**config.mk**
```make
export PLATFORM = sky130hd
export DESIGN_NAME = fifo_mutex_with_condition_queue
export DESIGN_NICKNAME = d
export VERILOG_FILES = /design/src/fmq_pkg.sv /design/src/fmq_ram.sv /design/src/fmq_ctrl.sv /design/src/fmq_datapath.sv /design/src/fifo_mutex_with_condition_queue.sv
export SDC_FILE = /design/constraint.sdc
export NUM_CORES = 1
export LEC_CHECK = 0
export ABC_AREA = 1
export ABC_CLOCK_PERIOD_IN_PS = 5300
export BUFFER_PORTS_ARGS = -buffer_cell sky130_fd_sc_hd__clkbuf_2
export CAP_MARGIN = 25
export CORE_ASPECT_RATIO = 1.25
export CORE_MARGIN = 10
export CORE_UTILIZATION = 63
export CTS_CLUSTER_DIAMETER = 120
export DETAILED_ROUTE_END_ITERATION = 8
export GPL_TIMING_DRIVEN = 0
export PLACE_DENSITY = 0.85
export SLEW_MARGIN = 20
export SYNTH_ARGS = -nofsm -noshare
export SYNTH_HDL_FRONTEND = slang
export SYNTH_SLANG_ARGS = --single-unit
```
**constraint.sdc**
```tcl
create_clock -name clk -period 5.3 [get_ports clk]
set_input_delay 0.53 -clock clk [delete_from_list [all_inputs] [get_ports clk]]
set_output_delay 0.53 -clock clk [all_outputs]
set_load 0.05 [all_outputs]
```
**src/fmq_pkg.sv**
```systemverilog
`timescale 1ns / 1ps
// ----------------------------------------------------------------------------
// fmq_pkg
// Shared types and constants for the mutex with FIFO wait and condition queues.
// ----------------------------------------------------------------------------
package fmq_pkg;

  localparam int OP_W     = 3;
  localparam int ID_W     = 6;
  localparam int STATUS_W = 2;

  // ids at or above this are refused
  localparam int PROC_COUNT = 64;

  localparam logic [OP_W-1:0] OP_MUTEX_INIT  = 3'd0;
  localparam logic [OP_W-1:0] OP_LOCK        = 3'd1;
  localparam logic [OP_W-1:0] OP_UNLOCK      = 3'd2;
  localparam logic [OP_W-1:0] OP_COND_INIT   = 3'd3;
  localparam logic [OP_W-1:0] OP_COND_WAIT   = 3'd4;
  localparam logic [OP_W-1:0] OP_COND_SIGNAL = 3'd5;

  localparam logic [STATUS_W-1:0] ST_OK      = 2'd0;
  localparam logic [STATUS_W-1:0] ST_INIT    = 2'd1;
  localparam logic [STATUS_W-1:0] ST_REFUSED = 2'd2;
  localparam logic [STATUS_W-1:0] ST_FULL    = 2'd3;

  typedef struct packed {
    logic [OP_W-1:0] op;
    logic [ID_W-1:0] requester;
  } req_t;

  typedef struct packed {
    logic [STATUS_W-1:0] status;
    logic                granted;
    logic                woken_valid;
    logic [ID_W-1:0]     woken_id;
  } rsp_t;

  typedef struct packed {
    logic capture;
    logic execute;
  } cmd_t;

endpackage

```
**src/fmq_ram.sv**
```systemverilog
`timescale 1ns / 1ps
// ----------------------------------------------------------------------------
// fmq_ram
// Simple dual-port RAM: one write port, one read port with registered data.
// ----------------------------------------------------------------------------
module fmq_ram #(
  parameter int WIDTH = 6,
  parameter int DEPTH = 64
) (
  input  logic                     clk,
  input  logic                     we,
  input  logic [$clog2(DEPTH)-1:0] waddr,
  input  logic [WIDTH-1:0]         wdata,
  input  logic [$clog2(DEPTH)-1:0] raddr,
  output logic [WIDTH-1:0]         rdata
);

  logic [WIDTH-1:0] mem [DEPTH];
  logic [WIDTH-1:0] rdata_r;

  always_ff @(posedge clk) begin
    if (we) begin
      mem[waddr] <= wdata;
    end
    rdata_r <= mem[raddr];
  end

  assign rdata = rdata_r;

endmodule

```
**src/fmq_ctrl.sv**
```systemverilog
`timescale 1ns / 1ps
// ----------------------------------------------------------------------------
// fmq_ctrl
// Handshake controller: accepts a request, runs the execute state, holds the
// result valid until it is taken.
// ----------------------------------------------------------------------------
module fmq_ctrl (
  input  logic          clk,
  input  logic          rst_n,
  input  logic          in_valid,
  output logic          in_stall,
  output logic          out_valid,
  input  logic          out_stall,
  output fmq_pkg::cmd_t cmd
);
  import fmq_pkg::*;

  typedef enum logic [1:0] {
    S_IDLE = 2'b01,
    S_EXEC = 2'b10
  } state_t;

  state_t state_r, state_nxt;
  logic   out_valid_r, out_valid_nxt;
  logic   slot_free;

  assign slot_free   = !out_valid_r || !out_stall;
  assign in_stall    = !((state_r == S_IDLE) && slot_free);
  assign cmd.capture = in_valid && !in_stall;
  assign cmd.execute = (state_r == S_EXEC);
  assign out_valid   = out_valid_r;

  always_comb begin
    state_nxt = state_r;
    case (state_r)
      S_IDLE: begin
        if (cmd.capture) begin
          state_nxt = S_EXEC;
        end
      end
      S_EXEC: begin
        state_nxt = S_IDLE;
      end
      default: begin
        state_nxt = S_IDLE;
      end
    endcase
  end

  always_comb begin
    out_valid_nxt = out_valid_r;
    if (cmd.execute) begin
      out_valid_nxt = 1'b1;
    end else if (out_valid_r && !out_stall) begin
      out_valid_nxt = 1'b0;
    end
  end

  always_ff @(posedge clk) begin
    if (!rst_n) begin
      state_r     <= S_IDLE;
      out_valid_r <= 1'b0;
    end else begin
      state_r     <= state_nxt;
      out_valid_r <= out_valid_nxt;
    end
  end

endmodule

```
**src/fmq_datapath.sv**
```systemverilog
`timescale 1ns / 1ps
// ----------------------------------------------------------------------------
// fmq_datapath
// Mutex and condition state, ring-buffer wait queues and result register.
// ----------------------------------------------------------------------------
module fmq_datapath #(
  parameter int QUEUE_DEPTH = 64
) (
  input  logic          clk,
  input  logic          rst_n,
  input  fmq_pkg::cmd_t cmd,
  input  fmq_pkg::req_t in_data,
  output fmq_pkg::rsp_t out_data
);
  import fmq_pkg::*;

  localparam int QW = $clog2(QUEUE_DEPTH);
  localparam int CW = $clog2(QUEUE_DEPTH + 1);
  localparam int SW = CW + 1;
  localparam logic [QW-1:0] LAST = QW'(QUEUE_DEPTH - 1);
  localparam logic [CW-1:0] FULL = CW'(QUEUE_DEPTH);
  localparam logic [SW-1:0] WRAP = SW'(QUEUE_DEPTH);

  req_t req_r;
  rsp_t rsp_r, rsp_nxt;

  logic            mutex_ready_r, mutex_ready_nxt;
  logic            mutex_held_r, mutex_held_nxt;
  logic [ID_W-1:0] owner_r, owner_nxt;
  logic [QW-1:0]   lock_head_r, lock_head_nxt;
  logic [CW-1:0]   lock_cnt_r, lock_cnt_nxt;
  logic            cond_ready_r, cond_ready_nxt;
  logic [QW-1:0]   cond_head_r, cond_head_nxt;
  logic [CW-1:0]   cond_cnt_r, cond_cnt_nxt;

  logic [ID_W-1:0] lock_rd, cond_rd;
  logic [QW-1:0]   lock_tail, cond_tail;
  logic [SW-1:0]   lock_sum, cond_sum;
  logic [QW-1:0]   lock_head_adv, cond_head_adv;

  logic            lock_push, cond_push, cond_pop, do_release;
  logic [ID_W-1:0] lock_wdata;
  logic            req_ok, owns;
  logic [ID_W-1:0] w;

  fmq_ram #(.WIDTH(ID_W), .DEPTH(QUEUE_DEPTH)) u_lock_q (
    .clk   (clk),
    .we    (cmd.execute && lock_push),
    .waddr (lock_tail),
    .wdata (lock_wdata),
    .raddr (lock_head_r),
    .rdata (lock_rd)
  );

  fmq_ram #(.WIDTH(ID_W), .DEPTH(QUEUE_DEPTH)) u_cond_q (
    .clk   (clk),
    .we    (cmd.execute && cond_push),
    .waddr (cond_tail),
    .wdata (req_r.requester),
    .raddr (cond_head_r),
    .rdata (cond_rd)
  );

  assign lock_sum      = SW'(lock_head_r) + SW'(lock_cnt_r);
  assign cond_sum      = SW'(cond_head_r) + SW'(cond_cnt_r);
  assign lock_tail     = (lock_sum >= WRAP) ? QW'(lock_sum - WRAP) : QW'(lock_sum);
  assign cond_tail     = (cond_sum >= WRAP) ? QW'(cond_sum - WRAP) : QW'(cond_sum);
  assign lock_head_adv = (lock_head_r == LAST) ? '0 : lock_head_r + 1'b1;
  assign cond_head_adv = (cond_head_r == LAST) ? '0 : cond_head_r + 1'b1;

  assign req_ok = (32'(req_r.requester) < 32'(PROC_COUNT));
  assign owns   = mutex_held_r && (owner_r == req_r.requester);
  assign w      = cond_rd;

  always_comb begin
    mutex_ready_nxt = mutex_ready_r;
    mutex_held_nxt  = mutex_held_r;
    owner_nxt       = owner_r;
    lock_head_nxt   = lock_head_r;
    lock_cnt_nxt    = lock_cnt_r;
    cond_ready_nxt  = cond_ready_r;
    cond_head_nxt   = cond_head_r;
    cond_cnt_nxt    = cond_cnt_r;
    lock_push       = 1'b0;
    cond_push       = 1'b0;
    cond_pop        = 1'b0;
    do_release      = 1'b0;
    lock_wdata      = req_r.requester;
    rsp_nxt         = '0;
    rsp_nxt.status  = ST_OK;

    if (!req_ok) begin
      rsp_nxt.status = ST_REFUSED;
    end else begin
      case (req_r.op)
        OP_MUTEX_INIT: begin
          if (mutex_ready_r) begin
            rsp_nxt.status = ST_INIT;
          end else begin
            mutex_ready_nxt = 1'b1;
            mutex_held_nxt  = 1'b0;
            owner_nxt       = '0;
            lock_cnt_nxt    = '0;
            lock_head_nxt   = '0;
          end
        end
        OP_LOCK: begin
          if (!mutex_ready_r) begin
            rsp_nxt.status = ST_INIT;
          end else if (owns) begin
            rsp_nxt.status = ST_REFUSED;
          end else if (mutex_held_r) begin
            if (lock_cnt_r >= FULL) begin
              rsp_nxt.status = ST_FULL;
            end else begin
              lock_push = 1'b1;
            end
          end else begin
            mutex_held_nxt = 1'b1;
            owner_nxt      = req_r.requester;
          end
        end
        OP_UNLOCK: begin
          if (!mutex_ready_r) begin
            rsp_nxt.status = ST_INIT;
          end else if (!owns) begin
            rsp_nxt.status = ST_REFUSED;
          end else begin
            do_release = 1'b1;
          end
        end
        OP_COND_INIT: begin
          if (cond_ready_r) begin
            rsp_nxt.status = ST_INIT;
          end else begin
            cond_ready_nxt = 1'b1;
            cond_cnt_nxt   = '0;
            cond_head_nxt  = '0;
          end
        end
        OP_COND_WAIT: begin
          if (!cond_ready_r) begin
            rsp_nxt.status = ST_INIT;
          end else if (!owns) begin
            rsp_nxt.status = ST_REFUSED;
          end else if (cond_cnt_r >= FULL) begin
            rsp_nxt.status = ST_FULL;
          end else begin
            do_release = 1'b1;
            cond_push  = 1'b1;
          end
        end
        OP_COND_SIGNAL: begin
          if (!cond_ready_r) begin
            rsp_nxt.status = ST_INIT;
          end else if (cond_cnt_r != '0) begin
            if (mutex_held_r && (owner_r == w)) begin
              cond_pop = 1'b1;
            end else if (mutex_held_r) begin
              if (lock_cnt_r >= FULL) begin
                rsp_nxt.status = ST_FULL;
              end else begin
                cond_pop   = 1'b1;
                lock_push  = 1'b1;
                lock_wdata = w;
              end
            end else begin
              cond_pop            = 1'b1;
              mutex_held_nxt      = 1'b1;
              owner_nxt           = w;
              rsp_nxt.woken_valid = 1'b1;
              rsp_nxt.woken_id    = w;
            end
          end
        end
        default: begin
          rsp_nxt.status = ST_REFUSED;
        end
      endcase
    end

    // hand-over to the head lock waiter, or release if none waits
    if (do_release) begin
      if (lock_cnt_r != '0) begin
        mutex_held_nxt      = 1'b1;
        owner_nxt           = lock_rd;
        lock_head_nxt       = lock_head_adv;
        lock_cnt_nxt        = lock_cnt_r - 1'b1;
        rsp_nxt.woken_valid = 1'b1;
        rsp_nxt.woken_id    = lock_rd;
      end else begin
        mutex_held_nxt = 1'b0;
        owner_nxt      = '0;
      end
    end
    if (lock_push) begin
      lock_cnt_nxt = lock_cnt_r + 1'b1;
    end
    if (cond_push) begin
      cond_cnt_nxt = cond_cnt_r + 1'b1;
    end
    if (cond_pop) begin
      cond_head_nxt = cond_head_adv;
      cond_cnt_nxt  = cond_cnt_r - 1'b1;
    end

    rsp_nxt.granted = mutex_held_nxt && (owner_nxt == req_r.requester);
  end

  always_ff @(posedge clk) begin
    if (!rst_n) begin
      mutex_ready_r <= 1'b0;
      mutex_held_r  <= 1'b0;
      owner_r       <= '0;
      lock_head_r   <= '0;
      lock_cnt_r    <= '0;
      cond_ready_r  <= 1'b0;
      cond_head_r   <= '0;
      cond_cnt_r    <= '0;
    end else if (cmd.execute) begin
      mutex_ready_r <= mutex_ready_nxt;
      mutex_held_r  <= mutex_held_nxt;
      owner_r       <= owner_nxt;
      lock_head_r   <= lock_head_nxt;
      lock_cnt_r    <= lock_cnt_nxt;
      cond_ready_r  <= cond_ready_nxt;
      cond_head_r   <= cond_head_nxt;
      cond_cnt_r    <= cond_cnt_nxt;
    end
  end

  always_ff @(posedge clk) begin
    if (cmd.capture) begin
      req_r <= in_data;
    end
    if (cmd.execute) begin
      rsp_r <= rsp_nxt;
    end
  end

  assign out_data = rsp_r;

endmodule

```
**src/fifo_mutex_with_condition_queue.sv**
```systemverilog
`timescale 1ns / 1ps
// ----------------------------------------------------------------------------
// fifo_mutex_with_condition_queue
// Hardware mutex with FIFO lock queue and one condition variable.
// ----------------------------------------------------------------------------
// Usage:
//   in_valid/in_stall/in_data carry one request (op, requester). Each request
//   produces exactly one result on out_valid/out_stall/out_data (status,
//   granted, woken_valid, woken_id).
//   An accepted request runs in the execute state, which registers its result;
//   no new request is taken until it is done. The heads of the two wait-queue
//   RAMs are read before execute (registered read); the execute cycle updates
//   the state and writes at most one entry per queue.
//   A new request is taken while the previous result is still waiting only
//   if that result is taken in the same cycle; a stalled result holds and
//   the input stays stalled.
//   After reset the mutex and condition are uninitialized, both queues are
//   empty; queue RAM contents are never cleared and need no clearing pass.
// ----------------------------------------------------------------------------
module fifo_mutex_with_condition_queue #(
  parameter int QUEUE_DEPTH = 64
) (
  input  logic          clk,
  input  logic          rst_n,
  input  logic          in_valid,
  output logic          in_stall,
  input  fmq_pkg::req_t in_data,
  output logic          out_valid,
  input  logic          out_stall,
  output fmq_pkg::rsp_t out_data
);
  import fmq_pkg::*;

  cmd_t cmd;

  fmq_ctrl u_ctrl (
    .clk       (clk),
    .rst_n     (rst_n),
    .in_valid  (in_valid),
    .in_stall  (in_stall),
    .out_valid (out_valid),
    .out_stall (out_stall),
    .cmd       (cmd)
  );

  fmq_datapath #(.QUEUE_DEPTH(QUEUE_DEPTH)) u_datapath (
    .clk      (clk),
    .rst_n    (rst_n),
    .cmd      (cmd),
    .in_data  (in_data),
    .out_data (out_data)
  );

endmodule

```
=== After elaboration in Yosys (flattened, before gate mapping) ===
Memory sizes are Yosys's and may differ from the RTL's. A register that Yosys moved wholly into a read port is not among the register bits.
Index checks and enable logic that the tools add are counted.

* $add $sub $neg: 10
* Magnitude comparators: 4
* Equality and inequality tests: 14
* Multiplexer cells: 94
* Reductions and logical operators: 23

{| class="wikitable"
|+ Operator list
! operator !! count
|-
| $mux W6 || 27
|-
| $mux W7 || 16
|-
| $mux W1 || 34
|-
| $mux W2 || 12
|-
| $eq A6 B6 Y1 || 3
|-
| $pmux W6 S3 || 1
|-
| $add A6 B7 Y8 || 2
|-
| $ge A8 B7 Y1 const B || 2
|-
| $add A7 B1 Y7 const B || 2
|-
| $ge A7 B7 Y1 const B || 2
|-
| $reduce_bool A7 Y1 || 2
|-
| $sub A7 B1 Y7 const B || 2
|-
| $add A6 B1 Y6 const B || 2
|-
| $eq A6 B6 Y1 const B || 2
|-
| $pmux W2 S6 || 1
|-
| $sub A6 B1 Y6 const B || 2
|-
| $logic_and A1 B1 Y1 || 8
|-
| $eq A3 B2 Y1 const B || 2
|-
| $eq A3 B3 Y1 const B || 2
|-
| $reduce_and A2 Y1 || 3
|-
| $reduce_and A3 Y1 || 2
|-
| $pmux W1 S2 || 2
|-
| $reduce_bool A2 Y1 || 2
|-
| $eq A3 B1 Y1 const B || 1
|-
| other kinds (9) || 11
|}

* Flip-flop bits (word level): 57
* Memory bits (writable): 768
* Bits of input ports: 13
* Output and inout port bits: 12
* Logic and storage cells: 163
* Memories: 2

{| class="wikitable"
|+ Memory list
! name !! words !! bits a word !! rd ports !! clocked after Yosys merged registers in !! write ports !! line !! RTL
|-
| u_datapath.u_cond_q.mem || 64 || 6 || 1 || 1 || 1 || fmq_ram.sv:18 || <nowiki>logic [WIDTH-1:0] mem [DEPTH];</nowiki>
|-
| u_datapath.u_lock_q.mem || 64 || 6 || 1 || 1 || 1 || fmq_ram.sv:18 ||
|}

=== Longest topological paths before layout ===
Gate-level depths: netlist (run 1).

* Word-level depth: 10
* Mapped depth: 16
* Mapped depth without buffers: 16

=== Hierarchy ===
A second synthesis (run 1) with hierarchy kept.

* Cell total of the unflattened synthesis: 3347
* Area, all modules: 35982.0 µm²

{| class="wikitable"
|+ By module, submodules not included
! module !! times used !! cells an instance !! area an instance (µm²) !! seq. area each (µm²)
|-
| fmq_ram (u_datapath.u_cond_q) || 1 || 1393 || 15942.8 || 11651.2
|-
| fmq_ram (u_datapath.u_lock_q) || 1 || 1376 || 15930.3 || 11651.2
|-
| fmq_datapath || 1 || 561 || 3972.6 || 1271.2
|-
| fmq_ctrl || 1 || 17 || 136.4 || 60.1
|}

=== Worst setup path after synthesis (run 1) ===
Ideal clock, no wire load.

* Path kind: reg-to-reg
* From: reg u_datapath.cond_cnt_r[1]
* To: mem u_datapath.u_lock_q.mem[0][0], data pin
* Setup time: 0.702 ns
* Arrival: 3.971 ns
* Data required time: 4.598 ns
* Path slack: 0.627 ns
* Stages on the path, launching flop included: 11
* Buffers on the path: 1
* Clock period less this slack: 4.673 ns
* Cell sequence: dfxtp_1 > inv_1 > ha_1 > inv_1 > nor2_1 > nand3_2 > nand2_4 > nor2_8 > nand3_4 > clkbuf_1 > o21ai_0

* Longest elaborated chain between the ends: 4

{| class="wikitable"
|+ RTL lines
! what !! line !! RTL
|-
| start: declaration || fmq_datapath.sv:34 || <nowiki>logic [CW-1:0] cond_cnt_r, cond_cnt_nxt;</nowiki>
|-
| start signal: assignment || fmq_datapath.sv:228 || <nowiki>cond_cnt_r <= cond_cnt_nxt;</nowiki>
|-
| $reduce_bool A7 Y1 || fmq_datapath.sv:156 || <nowiki>end else if (cond_cnt_r != '0) begin</nowiki>
|-
| $mux W6 || fmq_datapath.sv:156 ||
|-
| $mux W6 || fmq_datapath.sv:154 || <nowiki>if (!cond_ready_r) begin</nowiki>
|-
| $mux W6 || fmq_datapath.sv:95 || <nowiki>case (req_r.op)</nowiki>
|-
| named net u_datapath.lock_wdata[0] || fmq_datapath.sv:42 || <nowiki>logic [ID_W-1:0] lock_wdata;</nowiki>
|-
| end: declaration || fmq_ram.sv:18 ||
|}

The timed path passes the listed nets, and every way through them passes these cells.

=== Worst setup path in the final report (run 1) ===
* From: reg u_datapath.req_r[2] in the netlist's numbering
* To: mem u_datapath.u_cond_q.mem[35][5] (enable)

* Longest elaborated chain between the ends: 8

{| class="wikitable"
|+ RTL lines
! what !! line !! RTL
|-
| start: declaration || fmq_datapath.sv:24 || <nowiki>req_t req_r;</nowiki>
|-
| start signal: assignment || fmq_datapath.sv:234 || <nowiki>req_r <= in_data;</nowiki>
|-
| $eq A6 B6 Y1 || fmq_datapath.sv:72 || <nowiki>assign owns = mutex_held_r && (owner_r == req_r.requester);</nowiki>
|-
| $logic_and A1 B1 Y1 || fmq_datapath.sv:72 ||
|-
| $mux W1 || fmq_datapath.sv:144 || <nowiki>end else if (!owns) begin</nowiki>
|-
| $mux W1 || fmq_datapath.sv:142 || <nowiki>if (!cond_ready_r) begin</nowiki>
|-
| $mux W1 || fmq_datapath.sv:95 ||
|-
| $logic_and A1 B1 Y1 || fmq_datapath.sv:57 || <nowiki>.we (cmd.execute && cond_push),</nowiki>
|-
| $mux W1 || fmq_ram.sv:22 || <nowiki>if (we) begin</nowiki>
|-
| $mux W1 (not written as such) || fmq_ram.sv:23 || <nowiki>mem[waddr] <= wdata;</nowiki>
|-
| end: declaration || fmq_ram.sv:18 ||
|}

No other way between the ends.

==> reports/qor.csv, run 1 <==
metric,value,unit
status,finished clean,
async_reset_ff_share,0,%
grt_pass1_vias,25852,
skew,0.0291,ns
core,55000,sq um
synth_compound_area_share,13.5,%
die_w,231,um
worstPathRequired,5.55,ns
dp_hpwl,81.6,mm
synth_top_family_by_area,compound AO/OA/AOI/OAI gates,
synth_top_area_share,67.5,%
setup_ws,1.40,ns
vias_per_cell,6.89,
synth.mux.area_fraction,0,%
maxCapViolCount,0,
setup_violations,0,
ir_drop,388,uV
ys.flop_type,edfxtp_1,
cpPeakStageDelay,0.87,ns
synth_xor_area_share,0.450,%
grt_pass1_wl,172,mm
initial_core_util,63.6,%
fin_util,71.5,%
crit_fanout,20,
yosysUniqueCellTypes,50,
hold_end,u_datapath.req_r[0],
ios,25,
clockPowerShare,43.0,%
synthCells,2964,
area_growth,12.4,%
syn_nets,2995,
worstSetupPathType,flip-flop to flip-flop,
swShare,20.6,%
synthTopCellsByArea,"edfxtp_1 68%, o21ai_0 6.9%, nor2_1 6.9%, dfxtp_1 2.9%, o22ai_1 2.3%",
die_area,65400,sq um
clkTransAtPathRegs,0.06,ns
track_usage,36.2,%
die_h,284,um
fin_area,39300,sq um
cp-start-kind,flip-flop,
synth-simple-area-share,11.7,%
min_period_over_period,73.7,%
p_sw,2.77,mW
worstSetupStartpoint,u_datapath.req_r[2],
cts_root_buf,clkbuf_16,
synth_area_per_cell,11.8,sq um
power_density,341,nW/um^2
end_kind,flip-flop,
clock_path_buffers,3,
tightest_slew,1.17,ns
drtIter0Drc,4437,
grt_start_max_net_pins,33,
insertion_delay,0.65,ns
r2r-end,u_datapath.u_cond_q.mem[35][5],
p_comb_share,2.8,%
ff2ff_setup_slack,1.40,ns
post-cts-setup-buffers,0,
fmax,256,MHz
hold_violations,0,
htree_levels,3,
synth.cell_area,35000,sq um
dp_slack,1.56,ns
p_int,10.6,mW
firstDrtPassIters,8,
max_slew_margin,21.8,%
r2r_cells,14,
critPathArrivalTime,4.15,ns
wirelength,120,mm
cts_hold_buf,0,
overflow,0,
hold_path.startpoint,in_data[0],
drv_slew,0,
cts_tree,done,
num_vias,26840,
synth_fa_ha_area_share,0.686,%
numCtsBuffers,78,
drc_errors,0,
place_congestion,1.07,
antenna_cells,0,
post-synth-top-area-cell,edfxtp_1,
antenna_found_initial,4,
hp-class,input port to flip-flop,
port-buffer-count,24,
synth_edf_count,787,
yosysSeqAreaShare,70.4,%
crit_path_cell_trace,buf_8 > buf_16 > inv_1 > nand2_1 > nand3_1 > inv_1 > nand2_1 > nor2_4 > nand3_2 > nor2_1 > inv_1 > nor2_4 > nand2_1 > nor2_1,
synthTopCellsByCount,"787 x edfxtp_1, 639 x nor2_1, 486 x o21ai_0, 183 x nand2_1, 145 x clkbuf_1",
routedWlPerCell,30.9,um
clkSinkCount,837,
cts_resized,0,
drtAntennaViolNets,0,
synth-seq-cells,837,
rsz0062_at_grt,false,
min_period,3.90,ns
r2r-start,u_datapath.req_r[2],
drive_gt1_share,8.20,%
fillers,3778,
power_frac_seq,54.2,%
ys_warn_count,0,
finalSetupTns,0,ns
worstHoldPathCells,1,
power_leakage,13.2,nW
slowest_stage,nor2_1,
placed_area,36700,sq um
nets,3131,
num_rows,96,
power,13.4,mW
yosysMostFrequentCell,edfxtp_1,
[flip-flops by register name (all words and copies together), names as in the netlist, 6 cells and up]
register	count
u_datapath.owner_r	6
u_datapath.out_data	10
u_datapath.u_cond_q.mem	384
u_datapath.req_r	9
u_datapath.u_lock_q.mem	384
u_datapath.u_lock_q.rdata	6
u_datapath.cond_cnt_r	7
u_datapath.cond_head_r	6
u_datapath.u_cond_q.rdata	6
u_datapath.lock_cnt_r	7
u_datapath.lock_head_r	6
[cell usage in the layout (no fill, tap or decap), types with 4 or more instances in the layout]
cell and count:
clkbuf_2 26, ha_1 16, nand2_4 11, inv_2 11, clkinv_2 14, nand4_1 14
clkbuf_16 80, nand2_2 5, o311ai_0 4, o31ai_1 4, xnor2_1 8, nand2_1 183
buf_8 16, edfxtp_1 787, nor2_4 6, nor3_1 6, o221ai_1 83, o22ai_1 126
buf_2 26, nand3_1 109, or2_2 5, o211ai_1 34, inv_1 96, o21ai_0 481
dfxtp_1 50, buf_16 13, xor2_1 10, bufinv_16 11, a31oi_1 4, o21ai_4 6
a21oi_1 50, o21bai_1 6, clkinv_1 21, clkbuf_1 151, nor2_1 639
[cell families (layout without fill, tap and decap cells)]
kind of cell,count (synthesis),count (layout)
xor+xnor,18,18
flops,837,837
buf+inv,290,485
simple gates,989,989
compound gates,812,812
fa+ha+maj,18,18
[layer usage]
layer | part of all wire (%) | GRT usage, %
met1 | 31 | 40.1
met5 | 0.011 | 0
met3 | 12 | 8.91
met2 | 48 | 59.5
met4 | 8.9 | 27.6
[worst max-delay path by stage]
stage	slack, ns	to	cells after the start
after floorplan	0.63	u_datapath.u_lock_q.mem[0][0]	10
after global routing	1.18	u_datapath.u_cond_q.mem[35][0]	14
after CTS	1.51	u_datapath.u_cond_q.mem[48][2]	14
after detailed placement	1.56	u_datapath.u_cond_q.mem[49][4]	14
final	1.40	u_datapath.u_cond_q.mem[35][5]	14
after global placement	-3.15	u_datapath.u_lock_q.mem[28][2]	10
[power groups by stage]
stage | combinational (mW) | sequential (mW) | clock [mW]
after detailed placement | 0.362 | 7.42 | 0
after floorplan | 0.140 | 7.44 | 0
after CTS | 0.363 | 7.27 | 5.73
after global placement | 0.232 | 7.49 | 0
after global routing | 0.393 | 7.27 | 5.99
final | 0.376 | 7.27 | 5.77
[stage by stage]
step                instances  hold WS, ns
finish                   3894       0.0638
global route             3894       0.0583
CTS                      3892       0.0572
detailed placement       3753        0.506
global placement         3723        0.489
floorplan                2964        0.474
[cell type report]
| type | count | area [sq um] | area share (%) |
|---|---|---|---|
| flip-flops and latches | 837 | 24600 | 62.6 |
| multi-input cells | 1837 | 9290 | 23.6 |
| clock buffers | 87 | 2030 | 5.16 |
| well taps | 735 | 920 | 2.34 |
| repair buffers | 56 | 757 | 1.93 |
| plain buffers | 179 | 726 | 1.85 |
| clock inverters | 52 | 549 | 1.40 |
| inverters | 111 | 420 | 1.07 |
[critical path, delay by kind of cell, from the launching register on]
family	cells	cell delay, ns
and+or+nand+nor	9	2.03
buffers and inverters	5	0.75
DFF	1	0.70
(Power assumes the default switching activity.)
==> run 2, diff against run 1 <==
--- a/config.mk
+++ b/config.mk
@@ -5,17 +5,17 @@
 export SDC_FILE = /design/constraint.sdc
 export NUM_CORES = 1
 export LEC_CHECK = 0
-export ABC_AREA = 1
-export ABC_CLOCK_PERIOD_IN_PS = 5300
+export ABC_AREA = 0
+export ABC_CLOCK_PERIOD_IN_PS = 3400
 export BUFFER_PORTS_ARGS = -buffer_cell sky130_fd_sc_hd__clkbuf_2
 export CAP_MARGIN = 25
 export CORE_ASPECT_RATIO = 1.25
 export CORE_MARGIN = 10
-export CORE_UTILIZATION = 63
+export CORE_UTILIZATION = 57
 export CTS_CLUSTER_DIAMETER = 120
 export DETAILED_ROUTE_END_ITERATION = 8
 export GPL_TIMING_DRIVEN = 0
-export PLACE_DENSITY = 0.85
+export PLACE_DENSITY = 0.82
 export SLEW_MARGIN = 20
 export SYNTH_ARGS = -nofsm -noshare
 export SYNTH_HDL_FRONTEND = slang
==> constraint.sdc (replaced) <==
create_clock -name clk -period 3.4 [get_ports clk]
set_input_delay 0.34 -clock clk [delete_from_list [all_inputs] [get_ports clk]]
set_output_delay 0.34 -clock clk [all_outputs]
set_load 0.05 [all_outputs]
==> run 2 against run 1 <==
  * Critical path depth shrank 6
  * Total power grew 52%
  * Worst setup slack lost 1.4 ns
  * Combinational power shrank 2%
  * Clock power grew 51%
  * Sequential share of layout area grew 0.72 points
  * Sequential power grew 55%
==> reports/qor.csv, run 2 <==
metric,value,unit,change
p_comb_share,1.8,%,was 2.8%
ys_warn_count,0,,unchanged
synth.cell_area,34000,sq um,was 35000 sq um
wirelength,81.0,mm,was 120 mm
htree_levels,3,,unchanged
drive_gt1_share,31.2,%,was 8.20%
synth_area_per_cell,19.3,sq um,was 11.8 sq um
track_usage,23.4,%,was 36.2%
power_frac_seq,55.5,%,was 54.2%
die_h,293,um,was 284 um
synthCells,1758,,was 2964
async_reset_ff_share,0,%,unchanged
cp-start-kind,flip-flop,,unchanged
timing.hold.ws,0.0775,ns,was 0.0638 ns
yosysSeqAreaShare,72.5,%,was 70.4%
hold_violations,0,,unchanged
routedWlPerCell,29.6,um,was 30.9 um
worstPathRequired,3.68,ns,was 5.55 ns
drtAntennaViolNets,0,,unchanged
ys.flop_type,edfxtp_1,,unchanged
cpPeakStageDelay,0.52,ns,was 0.87 ns
critPathArrivalTime,3.66,ns,was 4.15 ns
grt_pass1_vias,18810,,was 25852
clkSinkCount,837,,unchanged
placed_area,35500,sq um,was 36700 sq um
layout_common_cells,"787 x edfxtp_1, 246 x mux4_2, 82 x clkbuf_16, 69 x nor2_2, 67 x clkbuf_1",,"was 787 x edfxtp_1, 639 x nor2_1, 481 x o21ai_0, 183 x nand2_1, 151 x clkbuf_1"
skew,0.0262,ns,was 0.0291 ns
synthTopCellsByArea,"edfxtp_1 70%, mux4_2 16%, dfxtp_1 2.9%, nor2_1 2.0%, nand2_1 0.71%",,"was edfxtp_1 68%, o21ai_0 6.9%, nor2_1 6.9%, dfxtp_1 2.9%, o22ai_1 2.3%"
ff2ff_setup_slack,0.02,ns,was 1.40 ns
min_period_over_period,99.4,%,was 73.7%
vias_per_cell,6.72,,was 6.89
status,finished clean,,unchanged
synth_edf_count,787,,unchanged
antenna_cells,0,,unchanged
numCtsBuffers,78,,unchanged
drv_slew,0,,unchanged
clockPowerShare,42.7,%,was 43.0%
grt_pass1_wl,121,mm,was 172 mm
area_growth,14.4,%,was 12.4%
antenna_found_initial,3,,was 4
power,20.4,mW,was 13.4 mW
swShare,19.6,%,was 20.6%
die_w,238,um,was 231 um
power_density,525,nW/um^2,was 341 nW/um^2
min_period,3.38,ns,was 3.90 ns
synth_top_area_share,69.6,%,was 67.5%
dp.cells,2570,,was 3753
cts_tree,done,,unchanged
max_slew_margin,37.6,%,was 21.8%
port-buffer-count,24,,unchanged
place_congestion,0.923,,was 1.07
fin_area,38900,sq um,was 39300 sq um
maxCapViolCount,0,,unchanged
ir_drop,541,uV,was 388 uV
insertion_delay,0.63,ns,was 0.65 ns
crit_top_cell,a21oi_1,,
fin_cells,2736,,was 3894
initial_core_util,57.3,%,was 63.6%
end_kind,flip-flop,,unchanged
p_int,16.4,mW,was 10.6 mW
yosysMostFrequentCell,edfxtp_1,,unchanged
core,59300,sq um,was 55000 sq um
num_vias,18399,,was 26840
firstDrtPassIters,7,,was 8
drtIter0Drc,2312,,was 4437
p_sw,3.99,mW,was 2.77 mW
fmax,296,MHz,was 256 MHz
finalSetupTns,0,ns,unchanged
power_leakage,11.7,nW,was 13.2 nW
hp-class,input port to flip-flop,,unchanged
post-synth-top-area-cell,edfxtp_1,,unchanged
syn_nets,1789,,was 2995
crit_fanout,8,,was 20
yosysUniqueCellTypes,68,,was 50
nets,1938,,was 3131
tightest_slew,0.928,ns,was 1.17 ns
overflow,0,,unchanged
rsz0062_at_grt,true,,was false
cts_root_buf,clkbuf_16,,unchanged
synth-seq-cells,837,,unchanged
fin_util,65.5,%,was 71.5%
dp_slack,-0.549,ns,was 1.56 ns
ios,25,,unchanged
dp_hpwl,52.5,mm,was 81.6 mm
grt_start_max_net_pins,65,,was 33
worstSetupPathType,flip-flop to flip-flop,,unchanged
clock_path_buffers,3,,unchanged
setup_ws,0.0214,ns,was 1.40 ns
setup_violations,0,,unchanged
synthTopCellsByCount,"787 x edfxtp_1, 246 x mux4_2, 181 x nor2_1, 64 x nand2_1, 52 x clkbuf_1",,"was 787 x edfxtp_1, 639 x nor2_1, 486 x o21ai_0, 183 x nand2_1, 145 x clkbuf_1"
slowest_stage,dfxtp_1,,was nor2_1
crit_path_cell_trace,ha_1 > a21o_1 > a21oi_1 > o21bai_1 > a21oi_1 > xor2_1 > nand2_1 > nor2_2,,was buf_8 > buf_16 > inv_1 > nand2_1 > nand3_1 > inv_1 > nand2_1 > nor2_4 > nand3_2 > nor2_1 > inv_1 > nor2_4 > nand2_1 > nor2_1
drc_errors,0,,unchanged
mostFrequentLayoutCell,edfxtp_1,,unchanged
die_area,69800,sq um,was 65400 sq um
clkTransAtPathRegs,0.07,ns,was 0.06 ns
num_rows,100,,was 96
-- run 2: cell count changes after synthesis, moves of 13 or more --
cell and change:
o211ai_1 -31, mux4_2 +246, nand3_1 -99, and3_1 +13
xnor2_1 +19, clkbuf_1 -93, o21ai_0 -459, nand2_1 -119
o22ai_1 -123, nor3_1 +20, o221ai_1 -82, inv_1 -80
nor2_1 -458
-- run 2: logic make-up (layout without fill, tap and decap cells) --
group                      count (synthesis)  count (layout)  synth area share [%]
AOI/OAI and AO/OA                        139             139                  2.74
xor gates and xnor gates                  33              33                 0.851
adders and majority gates                 18              18                 0.707
buffers and inverters                    102             315                  1.28
DFF                                      837             837                  72.5
muxes                                    269             269                  17.0
and+or+nand+nor                          360             360                  4.89
-- run 2: layout make-up --
cell class / instances / area (sq um)
plain buffers: 86 / 383
clock buffers: 106 / 2190
clock inverters: 38 / 360
fillers: 3670 / 20400
inverters: 16 / 60.1
multi-input cells: 819 / 9560
flip-flops and latches: 837 / 24600
well taps: 765 / 957
repair buffers: 69 / 726
-- run 2: path summary, 6_finish.rpt --
check | from | end | cells after the start
setup / recovery | u_datapath.lock_cnt_r[1] | u_datapath.u_lock_q.mem[47][1] | 8
setup reg to reg | u_datapath.lock_cnt_r[1] | u_datapath.u_lock_q.mem[47][1] | 8
hold / removal | rst_n | u_datapath.lock_cnt_r[0] | 3
hold reg to reg | u_datapath.lock_cnt_r[6] | u_datapath.lock_cnt_r[6] | 2
-- run 2: power by group through the flow --
| stage | logic (mW) | registers (mW) | clock network (mW) |
|---|---|---|---|
| after floorplan | 0.112 | 11.6 | 0 |
| after global placement | 0.188 | 11.6 | 0 |
| after detailed placement | 0.349 | 11.5 | 0 |
| after CTS | 0.362 | 11.3 | 8.79 |
| after global routing | 0.391 | 11.3 | 9.19 |
| final | 0.367 | 11.3 | 8.70 |
-- run 2: worst max-delay path: cells and delay by family, from the launching register on --
kind / cells / cell delay (ns)
XOR/XNOR: 1 / 0.36
AND/OR/NAND/NOR: 2 / 0.96
flip-flops: 1 / 0.52
adder cells (fa/ha/maj): 1 / 0.31
AO/OA/AOI/OAI: 4 / 0.88
-- run 2: what timing repair did --
| item | CTS | global route |
|---|---|---|
| pin swaps | 4 | 0 |
| hold buffers | 11 | 0 |
| endpoints found under the hold margin | 12 | 0 |
| buffers inserted | 7 | 2 |
| resized for setup | 59 | 143 |
| setup endpoints to repair | 839 | 1008 |
-- run 2: per-layer routing --
metal  share of wire [%]  global-route usage [%]  vias up
met1                  33                    27.0     9459
met5               0.059                       0        -
met4                 5.2                    11.5        6
li1                    -                       -     7533
met3                 7.8                    3.80      280
met2                  54                    41.8     1121
